[src/rtl/esv_pkg.sv]
package esv_pkg;

	localparam int unsigned MaxStreamBytes = 536870912;
	localparam int unsigned FixedBytes     = 36;
	localparam int unsigned EditBytes      = 17;
	localparam int unsigned QueueDepth     = 4;

	localparam logic [63:0] FnvBasis = 64'd1469598103934665603;
	localparam logic [31:0] FormatVersion = 32'd1;

	typedef enum logic [3:0] {
		ST_OK        = 4'd0,
		ST_SIZE      = 4'd1,
		ST_SIGNATURE = 4'd2,
		ST_VERSION   = 4'd3,
		ST_WORLD     = 4'd4,
		ST_COUNT     = 4'd5,
		ST_BLOCK     = 4'd6,
		ST_ORDER     = 4'd7,
		ST_CHECKSUM  = 4'd8
	} status_t;

	typedef enum logic {
		OP_START = 1'b0,
		OP_BYTE  = 1'b1
	} opcode_t;

	typedef enum logic {
		KIND_EDIT   = 1'b0,
		KIND_STATUS = 1'b1
	} kind_t;

	// One classified input word as it sits in the queue.
	typedef struct packed {
		logic        is_start;
		logic        len_bad;
		logic [31:0] length;
		logic [7:0]  data;
	} item_t;

	// Signature bytes "PROJ4DWS", first byte at index 0.
	function automatic logic [7:0] sig_byte(input logic [2:0] idx);
		logic [7:0] r;
		case (idx)
			3'd0: r = 8'h50;
			3'd1: r = 8'h52;
			3'd2: r = 8'h4F;
			3'd3: r = 8'h4A;
			3'd4: r = 8'h34;
			3'd5: r = 8'h44;
			3'd6: r = 8'h57;
			default: r = 8'h53;
		endcase
		return r;
	endfunction

	// FNV-1a step; the prime is 2^40 + 0x1B3, so the multiply is shifted adds.
	function automatic logic [63:0] fnv_step(input logic [63:0] h, input logic [7:0] b);
		logic [63:0] x;
		x = h ^ {56'd0, b};
		return (x << 40) + (x << 8) + (x << 7) + (x << 5) + (x << 4) + (x << 1) + x;
	endfunction

endpackage

[src/rtl/esv_front.sv]
module esv_front import esv_pkg::*; #(
	parameter int unsigned MAX_STREAM_BYTES = MaxStreamBytes
) (
	input  logic        clk,
	input  logic        arst_n,
	input  logic        s_tvalid,
	output logic        s_tready,
	input  logic [39:0] s_tdata,
	input  logic        s_tuser,
	output logic        q_valid,
	output item_t       q_item,
	input  logic        q_pop
);

	localparam int PtrW = $clog2(QueueDepth);

	item_t             mem_q [QueueDepth];
	logic [PtrW-1:0]   wr_ptr_q;
	logic [PtrW-1:0]   rd_ptr_q;
	logic [PtrW:0]     count_q;
	item_t             in_item;
	logic              push;

	always_comb begin
		in_item.is_start = (s_tuser == OP_START);
		in_item.length   = s_tdata[31:0];
		in_item.data     = s_tdata[39:32];
		in_item.len_bad  = (s_tdata[31:0] < 32'(FixedBytes)) ||
		                   (s_tdata[31:0] > 32'(MAX_STREAM_BYTES));
	end

	assign s_tready = (count_q != (PtrW+1)'(QueueDepth));
	assign push     = s_tvalid && s_tready;
	assign q_valid  = (count_q != '0);
	assign q_item   = mem_q[rd_ptr_q];

	always_ff @(posedge clk) begin
		if (push) begin
			mem_q[wr_ptr_q] <= in_item;
		end
	end

	always_ff @(posedge clk or negedge arst_n) begin
		if (!arst_n) begin
			wr_ptr_q <= '0;
			rd_ptr_q <= '0;
			count_q  <= '0;
		end else begin
			if (push) begin
				wr_ptr_q <= wr_ptr_q + 1'b1;
			end
			if (q_pop) begin
				rd_ptr_q <= rd_ptr_q + 1'b1;
			end
			case ({push, q_pop})
				2'b10:   count_q <= count_q + 1'b1;
				2'b01:   count_q <= count_q - 1'b1;
				default: count_q <= count_q;
			endcase
		end
	end

endmodule

[src/rtl/esv_back.sv]
module esv_back import esv_pkg::*; #(
	parameter int unsigned MAX_STREAM_BYTES = MaxStreamBytes
) (
	input  logic         clk,
	input  logic         arst_n,
	input  logic         q_valid,
	input  item_t        q_item,
	output logic         q_pop,
	input  logic [1:0]   expected_terrain,
	input  logic [31:0]  expected_seed,
	output logic         m_tvalid,
	input  logic         m_tready,
	output logic [135:0] m_tdata,
	output logic         m_tuser
);

	localparam logic [63:0] Limit = 64'((MAX_STREAM_BYTES - FixedBytes) / EditBytes);
	localparam int EwRaw = $clog2((MAX_STREAM_BYTES - FixedBytes) / EditBytes + 1);
	localparam int Ew = (EwRaw < 1) ? 1 : EwRaw;

	typedef enum logic [3:0] {
		PH_IDLE   = 4'b0001,
		PH_HEADER = 4'b0010,
		PH_EDITS  = 4'b0100,
		PH_CHECK  = 4'b1000
	} phase_t;

	phase_t        phase_q, phase_d;
	logic [4:0]    pos_q, pos_d;
	logic [31:0]   total_q, total_d;
	logic [63:0]   hash_q, hash_d;
	logic [63:0]   shift_q, shift_d;
	logic [31:0]   ver_q, ver_d;
	logic [31:0]   terr_q, terr_d;
	logic [31:0]   seed_q, seed_d;
	logic [Ew-1:0] left_q, left_d;
	logic [31:0]   cur_q [4];
	logic [31:0]   cur_d [4];
	logic [31:0]   prev_q [4];
	logic          prev_valid_q, prev_valid_d;
	logic          upd_prev;

	logic          emit;
	kind_t         emit_kind;
	status_t       emit_status;

	logic          out_valid_q;
	kind_t         out_kind_q;
	logic [31:0]   out_coord_q [4];
	logic          out_solid_q;
	status_t       out_status_q;

	logic [7:0]    b;
	logic [4:0]    cnt_off;
	logic [31:0]   expect_len;
	logic [3:0]    lt, gt;
	logic          increase;

	assign q_pop = q_valid && (!out_valid_q || m_tready);
	assign b     = q_item.data;

	// Per-lane signed compares, then first differing lane decides.
	always_comb begin
		for (int i = 0; i < 4; i++) begin
			lt[i] = $signed(prev_q[i]) < $signed(cur_q[i]);
			gt[i] = $signed(prev_q[i]) > $signed(cur_q[i]);
		end
		increase = lt[0] || (!gt[0] && (lt[1] || (!gt[1] && (lt[2] ||
		           (!gt[2] && lt[3])))));
	end

	always_comb begin
		phase_d      = phase_q;
		pos_d        = pos_q;
		total_d      = total_q;
		hash_d       = hash_q;
		shift_d      = shift_q;
		ver_d        = ver_q;
		terr_d       = terr_q;
		seed_d       = seed_q;
		left_d       = left_q;
		prev_valid_d = prev_valid_q;
		upd_prev     = 1'b0;
		emit         = 1'b0;
		emit_kind    = KIND_STATUS;
		emit_status  = ST_OK;
		cnt_off      = pos_q - 5'd20;
		expect_len   = '0;
		for (int i = 0; i < 4; i++) begin
			cur_d[i] = cur_q[i];
		end

		if (q_pop) begin
			if (q_item.is_start) begin
				hash_d       = FnvBasis;
				pos_d        = '0;
				shift_d      = '0;
				ver_d        = '0;
				terr_d       = '0;
				seed_d       = '0;
				left_d       = '0;
				prev_valid_d = 1'b0;
				total_d      = q_item.length;
				if (q_item.len_bad) begin
					emit        = 1'b1;
					emit_status = ST_SIZE;
					phase_d     = PH_IDLE;
				end else begin
					phase_d = PH_HEADER;
				end
			end else begin
				unique case (phase_q)
					PH_IDLE: begin
					end
					PH_CHECK: begin
						shift_d[pos_q[2:0]*8 +: 8] = b;
						pos_d = pos_q + 5'd1;
						if (pos_q[2:0] == 3'd7) begin
							emit        = 1'b1;
							emit_status = (shift_d == hash_q) ? ST_OK : ST_CHECKSUM;
							phase_d     = PH_IDLE;
						end
					end
					PH_HEADER: begin
						hash_d = fnv_step(hash_q, b);
						pos_d  = pos_q + 5'd1;
						if (pos_q < 5'd8) begin
							if (b != sig_byte(pos_q[2:0])) begin
								emit        = 1'b1;
								emit_status = ST_SIGNATURE;
								phase_d     = PH_IDLE;
							end
						end else if (pos_q < 5'd12) begin
							ver_d[pos_q[1:0]*8 +: 8] = b;
						end else if (pos_q < 5'd16) begin
							terr_d[pos_q[1:0]*8 +: 8] = b;
						end else if (pos_q < 5'd20) begin
							seed_d[pos_q[1:0]*8 +: 8] = b;
						end else begin
							shift_d[cnt_off[2:0]*8 +: 8] = b;
						end
						if (pos_q == 5'd27) begin
							expect_len = 32'(FixedBytes) +
							             ({{(32-Ew){1'b0}}, shift_d[Ew-1:0]} << 4) +
							             {{(32-Ew){1'b0}}, shift_d[Ew-1:0]};
							if (ver_q != FormatVersion) begin
								emit        = 1'b1;
								emit_status = ST_VERSION;
								phase_d     = PH_IDLE;
							end else if (terr_q != {30'd0, expected_terrain} ||
							             seed_q != expected_seed) begin
								emit        = 1'b1;
								emit_status = ST_WORLD;
								phase_d     = PH_IDLE;
							end else if (shift_d > Limit || total_q != expect_len) begin
								emit        = 1'b1;
								emit_status = ST_COUNT;
								phase_d     = PH_IDLE;
							end else begin
								left_d  = shift_d[Ew-1:0];
								pos_d   = '0;
								shift_d = '0;
								phase_d = (left_d != '0) ? PH_EDITS : PH_CHECK;
							end
						end
					end
					PH_EDITS: begin
						hash_d = fnv_step(hash_q, b);
						if (pos_q < 5'd16) begin
							if (pos_q == 5'd0) begin
								for (int i = 0; i < 4; i++) begin
									cur_d[i] = '0;
								end
							end
							cur_d[pos_q[3:2]][pos_q[1:0]*8 +: 8] = b;
							pos_d = pos_q + 5'd1;
						end else if (b > 8'd1) begin
							emit        = 1'b1;
							emit_status = ST_BLOCK;
							phase_d     = PH_IDLE;
						end else if (prev_valid_q && !increase) begin
							emit        = 1'b1;
							emit_status = ST_ORDER;
							phase_d     = PH_IDLE;
						end else begin
							emit         = 1'b1;
							emit_kind    = KIND_EDIT;
							upd_prev     = 1'b1;
							prev_valid_d = 1'b1;
							pos_d        = '0;
							left_d       = left_q - 1'b1;
							if (left_q == Ew'(1)) begin
								phase_d = PH_CHECK;
								shift_d = '0;
							end
						end
					end
					default: begin
						phase_d = PH_IDLE;
					end
				endcase
			end
		end
	end

	always_ff @(posedge clk or negedge arst_n) begin
		if (!arst_n) begin
			phase_q      <= PH_IDLE;
			pos_q        <= '0;
			prev_valid_q <= 1'b0;
			out_valid_q  <= 1'b0;
		end else begin
			phase_q      <= phase_d;
			pos_q        <= pos_d;
			prev_valid_q <= prev_valid_d;
			if (emit) begin
				out_valid_q <= 1'b1;
			end else if (m_tready) begin
				out_valid_q <= 1'b0;
			end
		end
	end

	always_ff @(posedge clk) begin
		total_q <= total_d;
		hash_q  <= hash_d;
		shift_q <= shift_d;
		ver_q   <= ver_d;
		terr_q  <= terr_d;
		seed_q  <= seed_d;
		left_q  <= left_d;
		for (int i = 0; i < 4; i++) begin
			cur_q[i] <= cur_d[i];
			if (upd_prev) begin
				prev_q[i] <= cur_q[i];
			end
		end
		if (emit) begin
			out_kind_q   <= emit_kind;
			out_solid_q  <= (emit_kind == KIND_EDIT) ? b[0] : 1'b0;
			out_status_q <= emit_status;
			for (int i = 0; i < 4; i++) begin
				out_coord_q[i] <= (emit_kind == KIND_EDIT) ? cur_q[i] : 32'd0;
			end
		end
	end

	assign m_tvalid = out_valid_q;
	assign m_tuser  = out_kind_q;
	assign m_tdata  = {3'd0, out_status_q, out_solid_q, out_coord_q[3], out_coord_q[2],
	                   out_coord_q[1], out_coord_q[0]};

endmodule

[src/rtl/edit_save_stream_validator.sv]
// Save-stream validator: one word accepted per cycle while the four-word queue has room.
// The word that causes a result is written into the queue, popped by the back end, and the
// result is then registered in the output register that drives m_tvalid; queued words add their wait.
// Throughput is one word per cycle while the output register drains; a result that
// waits for m_tready holds the back end, and the four-word queue then fills.
// arst_n clears the queue, the output register and the stream state to idle;
// the world registers then hold terrain 0 and seed 0.
module edit_save_stream_validator import esv_pkg::*; #(
	parameter int unsigned MAX_STREAM_BYTES = MaxStreamBytes
) (
	input  logic         clk,
	input  logic         arst_n,
	// APB-style world configuration port.
	input  logic         psel,
	input  logic         penable,
	input  logic         pwrite,
	input  logic [2:0]   paddr,
	input  logic [31:0]  pwdata,
	output logic [31:0]  prdata,
	output logic         pready,
	// Input words.
	input  logic         s_tvalid,
	output logic         s_tready,
	input  logic [39:0]  s_tdata,  // stream_length[31:0], data_byte[39:32]
	input  logic         s_tuser,  // opcode
	// Result words.
	output logic         m_tvalid,
	input  logic         m_tready,
	output logic [135:0] m_tdata,  // coord_x, coord_y, coord_z, coord_w, solid, status, pad
	output logic         m_tuser   // kind
);

	// Register map: terrain at byte address 0, seed at byte address 4.
	logic [1:0]  terrain_q;
	logic [31:0] seed_q;
	logic        q_valid;
	logic        q_pop;
	item_t       q_item;

	assign pready = 1'b1;
	assign prdata = paddr[2] ? seed_q : {30'd0, terrain_q};

	always_ff @(posedge clk or negedge arst_n) begin
		if (!arst_n) begin
			terrain_q <= '0;
			seed_q    <= '0;
		end else if (psel && penable && pwrite) begin
			if (paddr[2]) begin
				seed_q <= pwdata;
			end else begin
				terrain_q <= pwdata[1:0];
			end
		end
	end

	// The front end classifies each word (start or byte, length in range)
	// and buffers it; the back end walks the stream format and drives results.
	esv_front #(
		.MAX_STREAM_BYTES(MAX_STREAM_BYTES)
	) u_front (
		.clk     (clk),
		.arst_n  (arst_n),
		.s_tvalid(s_tvalid),
		.s_tready(s_tready),
		.s_tdata (s_tdata),
		.s_tuser (s_tuser),
		.q_valid (q_valid),
		.q_item  (q_item),
		.q_pop   (q_pop)
	);

	esv_back #(
		.MAX_STREAM_BYTES(MAX_STREAM_BYTES)
	) u_back (
		.clk             (clk),
		.arst_n          (arst_n),
		.q_valid         (q_valid),
		.q_item          (q_item),
		.q_pop           (q_pop),
		.expected_terrain(terrain_q),
		.expected_seed   (seed_q),
		.m_tvalid        (m_tvalid),
		.m_tready        (m_tready),
		.m_tdata         (m_tdata),
		.m_tuser         (m_tuser)
	);

endmodule

[config.mk]
export PLATFORM = sky130hd
export DESIGN_NAME = edit_save_stream_validator
export DESIGN_NICKNAME = d
export VERILOG_FILES = /design/src/rtl/esv_pkg.sv /design/src/rtl/esv_front.sv /design/src/rtl/esv_back.sv /design/src/rtl/edit_save_stream_validator.sv
export SDC_FILE = /design/constraint.sdc
export NUM_CORES = 2
export LEC_CHECK = 0
export ABC_AREA = 1
export BUFFER_PORTS_ARGS = -buffer_cell sky130_fd_sc_hd__buf_2
export CAP_MARGIN = 20
export CORE_MARGIN = 2
export CORE_UTILIZATION = 45
export DETAILED_ROUTE_END_ITERATION = 12
export PLACE_DENSITY = 0.6
export REMOVE_ABC_BUFFERS = 1
export SETUP_SLACK_MARGIN = 0.5
export SYNTH_ARGS = -nofsm -noshare
export SYNTH_HDL_FRONTEND = slang
export SYNTH_SLANG_ARGS = --single-unit
[constraint.sdc]
create_clock -name clk -period 21.8 [get_ports clk]
set_input_delay 6.54 -clock clk [delete_from_list [all_inputs] [get_ports clk]]
set_output_delay 6.54 -clock clk [all_outputs]
set_load 0.05 [all_outputs]
=== After elaboration in Yosys (flattened, before gate mapping) ===
Memory sizes are Yosys's and may differ from the RTL's.
Index checks and enable logic that the tools add are counted.

* Add/subtract/negate cells: 18
* $mul: 0
* Divide/modulo/power cells: 0
* Order comparisons: 17
* Equality and inequality tests: 42
* Shift-type cells: 6
* Multiplexer cells: 140
* Bitwise gates (word level): 4
* Reductions and logical operators: 48

{| class="wikitable"
|+ Operators by type and width
! cell !! number
|-
| two-way mux 128 bit || 9
|-
| two-way mux 64 bit || 16
|-
| two-way mux 32 bit || 18
|-
| adder 64 bit || 6
|-
| one-hot mux 64 bit (3 select lines) || 1
|-
| two-way mux 25 bit || 7
|-
| bitwise mux 128 bit || 1
|-
| bitwise mux 64 bit || 2
|-
| < comparator 32 bit || 4
|-
| variable shift 8 x 34 -> 64 bit (first input constant) || 2
|-
| indexed part select 8 x 34 -> 64 bit || 2
|-
| bitwise mux 32 bit || 3
|-
| greater-than comparator 32 bit || 3
|-
| two-way mux 4 bit || 23
|-
| negator 6 -> 34 bit || 2
|-
| demux 32 bit (select 2 bit) || 1
|-
| == test 64 bit || 1
|-
| greater-than comparator 64 x 25 -> 1 bit (second input constant) || 1
|-
| != test 32 bit || 2
|-
| bitwise XOR 64 x 8 -> 64 bit || 1
|-
| one-hot mux 25 bit (2 select lines) || 1
|-
| one-hot mux 7 bit (7 select lines) || 1
|-
| two-way mux 5 bit || 8
|-
| two-way mux 1 bit || 37
|-
| other kinds (64) || 123
|}

* Register bits after elaboration: 339
* Latch bits: 0
* Memory bits (writable): 552
* Bits in read-only memories: 0
* Output and inout bits: 172
* Word-level logic and storage cells: 298
* Memories: 4

{| class="wikitable"
|+ Memory list
! memory !! words !! bits a word !! rd ports !! clocked after Yosys merged registers in !! wr ports !! RTL line !! text
|-
| u_front.mem_q || 4 || 42 || 1 || 0 || 1 || esv_front.sv:17 || <nowiki>item_t mem_q [QueueDepth];</nowiki>
|-
| u_back.cur_q || 4 || 32 || 4 || 0 || 4 || esv_back.sv:37 || <nowiki>logic [31:0] cur_q [4];</nowiki>
|-
| u_back.out_coord_q || 4 || 32 || 4 || 0 || 4 || esv_back.sv:49 || <nowiki>logic [31:0] out_coord_q [4];</nowiki>
|-
| u_back.prev_q || 4 || 32 || 4 || 0 || 4 || esv_back.sv:39 || <nowiki>logic [31:0] prev_q [4];</nowiki>
|}

=== Logic depth before layout (Yosys ltp) ===
* Word-level depth: 24
* Gate-level depth with buffers: 45
* Mapped depth without buffers: 40

=== Hierarchy ===
From an unflattened synthesis, not the netlist that was laid out.

* Cells, all modules: 5358
* Area, all modules: 53334.9 sq um

{| class="wikitable"
|+ Modules (own cells, without submodules)
! module !! times used !! cells each !! area each (sq um) !! seq. area each (sq um)
|-
| esv_back || 1 || 4618 || 44840.5 || 20425.8
|-
| esv_front || 1 || 517 || 6851.6 || 5220.0
|-
| edit_save_stream_validator || 1 || 223 || 1642.8 || 850.8
|}

=== Worst setup path after synthesis ===
No wires, ideal clock.

* Path kind: input to register
* From: input m_tready
* To: register u_back.shift_q[0] (enable)
* Library setup time: 0.666 ns
* Arrival: 13.871 ns
* Data required time: 21.134 ns
* Path slack: 7.263 ns
* Stages: 4
* Buffers on the path: 0
* Path through: nor2_1 -> a31oi_1 -> o21ai_0 -> nor4b_1

* Word-level cells in the longest chain between the ends: 3

{| class="wikitable"
|+ Ends and longest elaborated chain
! element !! RTL line !! text
|-
| start: declaration || edit_save_stream_validator.sv:28 || <nowiki>input logic m_tready,</nowiki>
|-
| logical OR 1 bit || esv_back.sv:59 || <nowiki>assign q_pop = q_valid && (!out_valid_q || m_tready);</nowiki>
|-
| logical AND 1 bit || esv_back.sv:59 ||
|-
| net q_pop || edit_save_stream_validator.sv:37 || <nowiki>logic q_pop;</nowiki>
|-
| AND reduction 6 bit (no line) || n/a ||
|-
| end signal: assignment || esv_back.sv:227 || <nowiki>shift_q <= shift_d;</nowiki>
|-
| end: declaration || esv_back.sv:32 || <nowiki>logic [63:0] shift_q, shift_d;</nowiki>
|}

The timed path passes the listed nets, and every way through them passes these cells.
A chain may end at the register's enable or synchronous reset.

=== Worst setup path in the final report ===
* From: input paddr[2]
* To: output prdata[1]

* Word-level cells in the longest chain between the ends: 1

{| class="wikitable"
|+ Ends and longest elaborated chain
! element !! RTL line !! text
|-
| start: declaration || edit_save_stream_validator.sv:17 || <nowiki>input logic [2:0] paddr,</nowiki>
|-
| two-way mux 32 bit || edit_save_stream_validator.sv:41 || <nowiki>assign prdata = paddr[2] ? seed_q : {30'd0, terrain_q};</nowiki>
|-
| end: declaration || edit_save_stream_validator.sv:19 || <nowiki>output logic [31:0] prdata,</nowiki>
|}

Every way passes these cells.

==> impl_results.md <==
* Total CTS buffers at 99
* Cts repair resizes at 0
* Vert. Die Dim at 346 microns
* Met3 WL at 9750 microns
* Multiplexer share of the synthesized area at 0.617%
* R2R Path End: u_back.hash_q[55]
* R2R depth at 31
* Largest family of logic cells by synthesized area: adder cells
* GRT Util Overall at 24.5%
* Post-Synth Simple-Gate Area at 15.5%
* Initial core utilization at 45.4%
* Final RePlAce weighted congestion at 0.933
* Crit Path Class: primary input to output pin
* Storage cell area at 26,500 sq um
* Worst-path cell chain: buf_2 > inv_1 > o21ai_0 > buf_2
* # nets final at 5,996
* Measured slew at the worst slew-check pin at 1.16 ns
* CP Max Fanout at 33
* Cell total after placement at 6,806
* Yosys top cell area share at 47.8%
* DRC Markers at 0
* Max-cap violations at 0
* Number of global-route vias before repair at 37.8k
* I/O Pins at 255
* WL per Instance at 21.1 microns
* Number of antenna violations at the first check in global routing at 1
* Post-Synthesis Cells at 5,132
* Inserted Diodes at 0
* Sequential-to-total area share from yosys stat at 50.3%
* Synthesized flop and latch total at 891
* DRT met1 WL at 62,800 microns
* HPWL Detailed at 108,000 microns
* Post-Syn Area at 52,700 sq um
* CTS tree: done
* CORE AREA at 116,000 sq um
* Cts hold-fix bufs at 0
* Largest stage delay, worst path at 0.47 ns
* Port Buffers at 248
* Slowest-stage cell, CP: buf_2
* # clock sinks at 891
* Clk root buf: clkbuf_16
* Crit share post-route at 65.2%
* Critical Path RT at 15.26 ns
* GRT Residual Overflow at 0
* Min-delay src: u_back.cur_q[1][29]
* Ranking of synthesized cells by area: edfxtp_1, fa_1, ha_1, nand2_1, nor2_1
* Largest net degree at the start of global routing at 84
* Die area at 120,000 sq um
* Max-slew violation count at 0
* XOR/XNOR share of the synthesized area at 2.54%
* TNS Setup at 0 ns
* Slew headroom at 21.9%
* Total Wirelength at 147,000 microns
* Syn_area_per_cell at 10.3 sq um
* Layout Cells excl Fill at 6,989
* Async SR Flop Fraction at 5.84%
* # setup viols final at 0
* Fillers at 10.6k
* DRT iter0 DRCs at 3,211
* Setup Skew at 0.0524 ns
* RSZ-0062 raised after global routing: false
* Final hold viol count at 0
* Synth Warn # at 0
* Most common flop cell mapped by yosys: edfxtp_1
* Synth area leader: edfxtp_1
* Hold Crit Depth at 0
* Metal2 WL at 68,300 microns
* Layout cells sized above 1 at 10.8%
* Hold endpoint: u_back.prev_q[1][29]
* Vias post-DR at 38.2k
* Uppermost layer routed: met5
* Synth Area in Adders at 16.1%
* Rows at 125
* Worst EP arrival at 7.68 ns
* Post-synth cell types at 71
* EDFF count, synth at 839
* Clock Latency Late Sink at 0.71 ns
* Min cycle time layout at 14.22 ns
* Setup Buffers After CTS at 0
* Crit. End Element: output pin
* CTS Buffer Depth at 3
* Outcome: finished, final reports clean
* First-pass GRT wire length at 226,000 microns
* Worst setup SP type: primary input
* Area Growth Syn to Fin at 11.7%
* Vias/cell at 5.46
* Area of the multi-input gates at 23,400 sq um
* H-tree depth at 3
* Worst R2R Setup Slack at 12.29 ns
* Routed Antenna Nets at 0
* Hold Path Class: flip-flop to flip-flop
* Max Freq at 70.3 MHz
* R2R Path Start: u_front.rd_ptr_q[0]
* Compound-cell area share of the yosys netlist at 9.42%
* Worst-path clk slew at 0.06 ns
* Most frequent CP cell: buf_2
* DRT Pass-1 Iters at 6
* Die width at 346 microns
worst max-delay path, delay by kind of cell:
kind | cells | cell delay [ns]
buffers and inverters | 3 | 0.93
AOI/OAI and AO/OA | 1 | 0.20
metrics by stage:
stage          util [%]  instance area [sq um]  setup slack [ns]  hold WS (ns)
6_report           50.7                  58900              7.58         0.440
3_5_place_dp       47.9                  55700              7.51         0.432
5_1_grt            50.7                  58900              7.43         0.452
4_1_cts            50.7                  58900              7.51         0.443
2_1_floorplan         -                  52100              7.26         0.426
3_3_place_gp       47.9                  55600              7.52         0.429
worst max-delay path by stage:
| stage | slack (ns) | to | from | depth (start not counted) |
|---|---|---|---|---|
| 6_report | 7.58 | prdata[1] | paddr[2] | 4 |
| 5_1_grt | 7.43 | prdata[1] | paddr[2] | 4 |
| 4_1_cts | 7.51 | prdata[1] | paddr[2] | 4 |
| 3_5_place_dp | 7.51 | prdata[1] | paddr[2] | 4 |
| 3_3_place_gp | 7.52 | prdata[1] | paddr[2] | 4 |
| 2_1_floorplan | 7.26 | u_back.shift_q[0] | m_tready | 4 |
layout by cell type, fill, tap and decap left out, types with 7 or more instances in the layout:
cell       synthesis  layout
nand3b_1          11      11
inv_2             13      13
o21ai_0          303     302
nor4_1            53      52
edfxtp_1         839     839
or2_2             26      26
mux2_2            28      28
a21oi_1          348     347
o211ai_1          14      14
a31oi_1           24      24
buf_2             10     248
nand2_1          828     827
nand4_1           65      65
o31ai_1           14      14
nor2_4             9      15
o21ai_1            7       7
xor2_1            97      97
clkinv_1           4      20
nor3_1            50      50
o21bai_1          11      11
o21a_1            19      19
buf_4             11      42
clkinv_2           1      21
nand2_2           21      22
nor2_1           610     603
o22ai_1           94      94
xnor2_1           53      53
fa_1             252     252
nand3_1          175     175
inv_1            588     585
ha_1             277     277
a21boi_0          11      11
dfrtp_1           51      50
clkbuf_16          0     102
a21o_1            10      10
clkbuf_1         108      19
per-layer routing:
metal,global-route usage [%],vias up
met5,0,-
met4,9.91,2
met3,3.81,322
li1,-,18114
met1,33.3,18434
met2,39.5,1287
state kept, by name (all words and copies together) (netlist names), 3 cells and up:
register and count:
u_back.terr_q 32, u_back.out_status_q 4, seed_q 32, u_back.shift_q 64
u_back.cur_q 128, u_back.out_coord_q 128, u_back.prev_q 128, u_back.seed_q 32
u_front.count_q 3, u_front.mem_q 168, u_back.ver_q 32, u_back.pos_q 5
u_back.total_q 32, u_back.left_q 25, u_back.hash_q 64, u_back.phase_q 4
logic make-up after synthesis:
| family | count (synthesis) |
|---|---|
| xor+xnor | 151 |
| simple gates | 1887 |
| compound gates | 892 |
| mux | 29 |
| buf+inv | 751 |
| flops | 891 |
| other cells | 2 |
| fa+ha+maj | 529 |
cell usage after synthesis (7+ instances only):
cell type and instances:
nand3b_1 11, inv_2 13, nor2_1 610, nand2_2 21, fa_1 252, a21boi_0 11, or2_2 26, o31ai_1 14
buf_2 10, buf_1 9, clkbuf_1 108, o21ai_1 7, nor2_4 9, nand3_1 175, o211ai_1 14, nor3_1 50
edfxtp_1 839, buf_4 11, o21a_1 19, a31oi_1 24, o21bai_1 11, o21ai_0 303, mux2_2 28, xor2_1 97
a21oi_1 348, dfrtp_1 51, inv_1 588, o22ai_1 94, nor4_1 53, ha_1 277, a21o_1 10, xnor2_1 53
nand4_1 65, nand2_1 828
final cells by class:
type	instances	share of cell area, %
Clock inverter	57	0.901
Clock buffer	125	4.55
Tap cell	1524	3.24
Sequential cell	891	45.0
Timing Repair Buffer	292	2.74
Inverter	608	3.90
Multi-Input combinational cell	3492	39.7
Power is not shown: default switching activity piles up to over one toggle a cycle in this logic, so the estimate is an artifact.
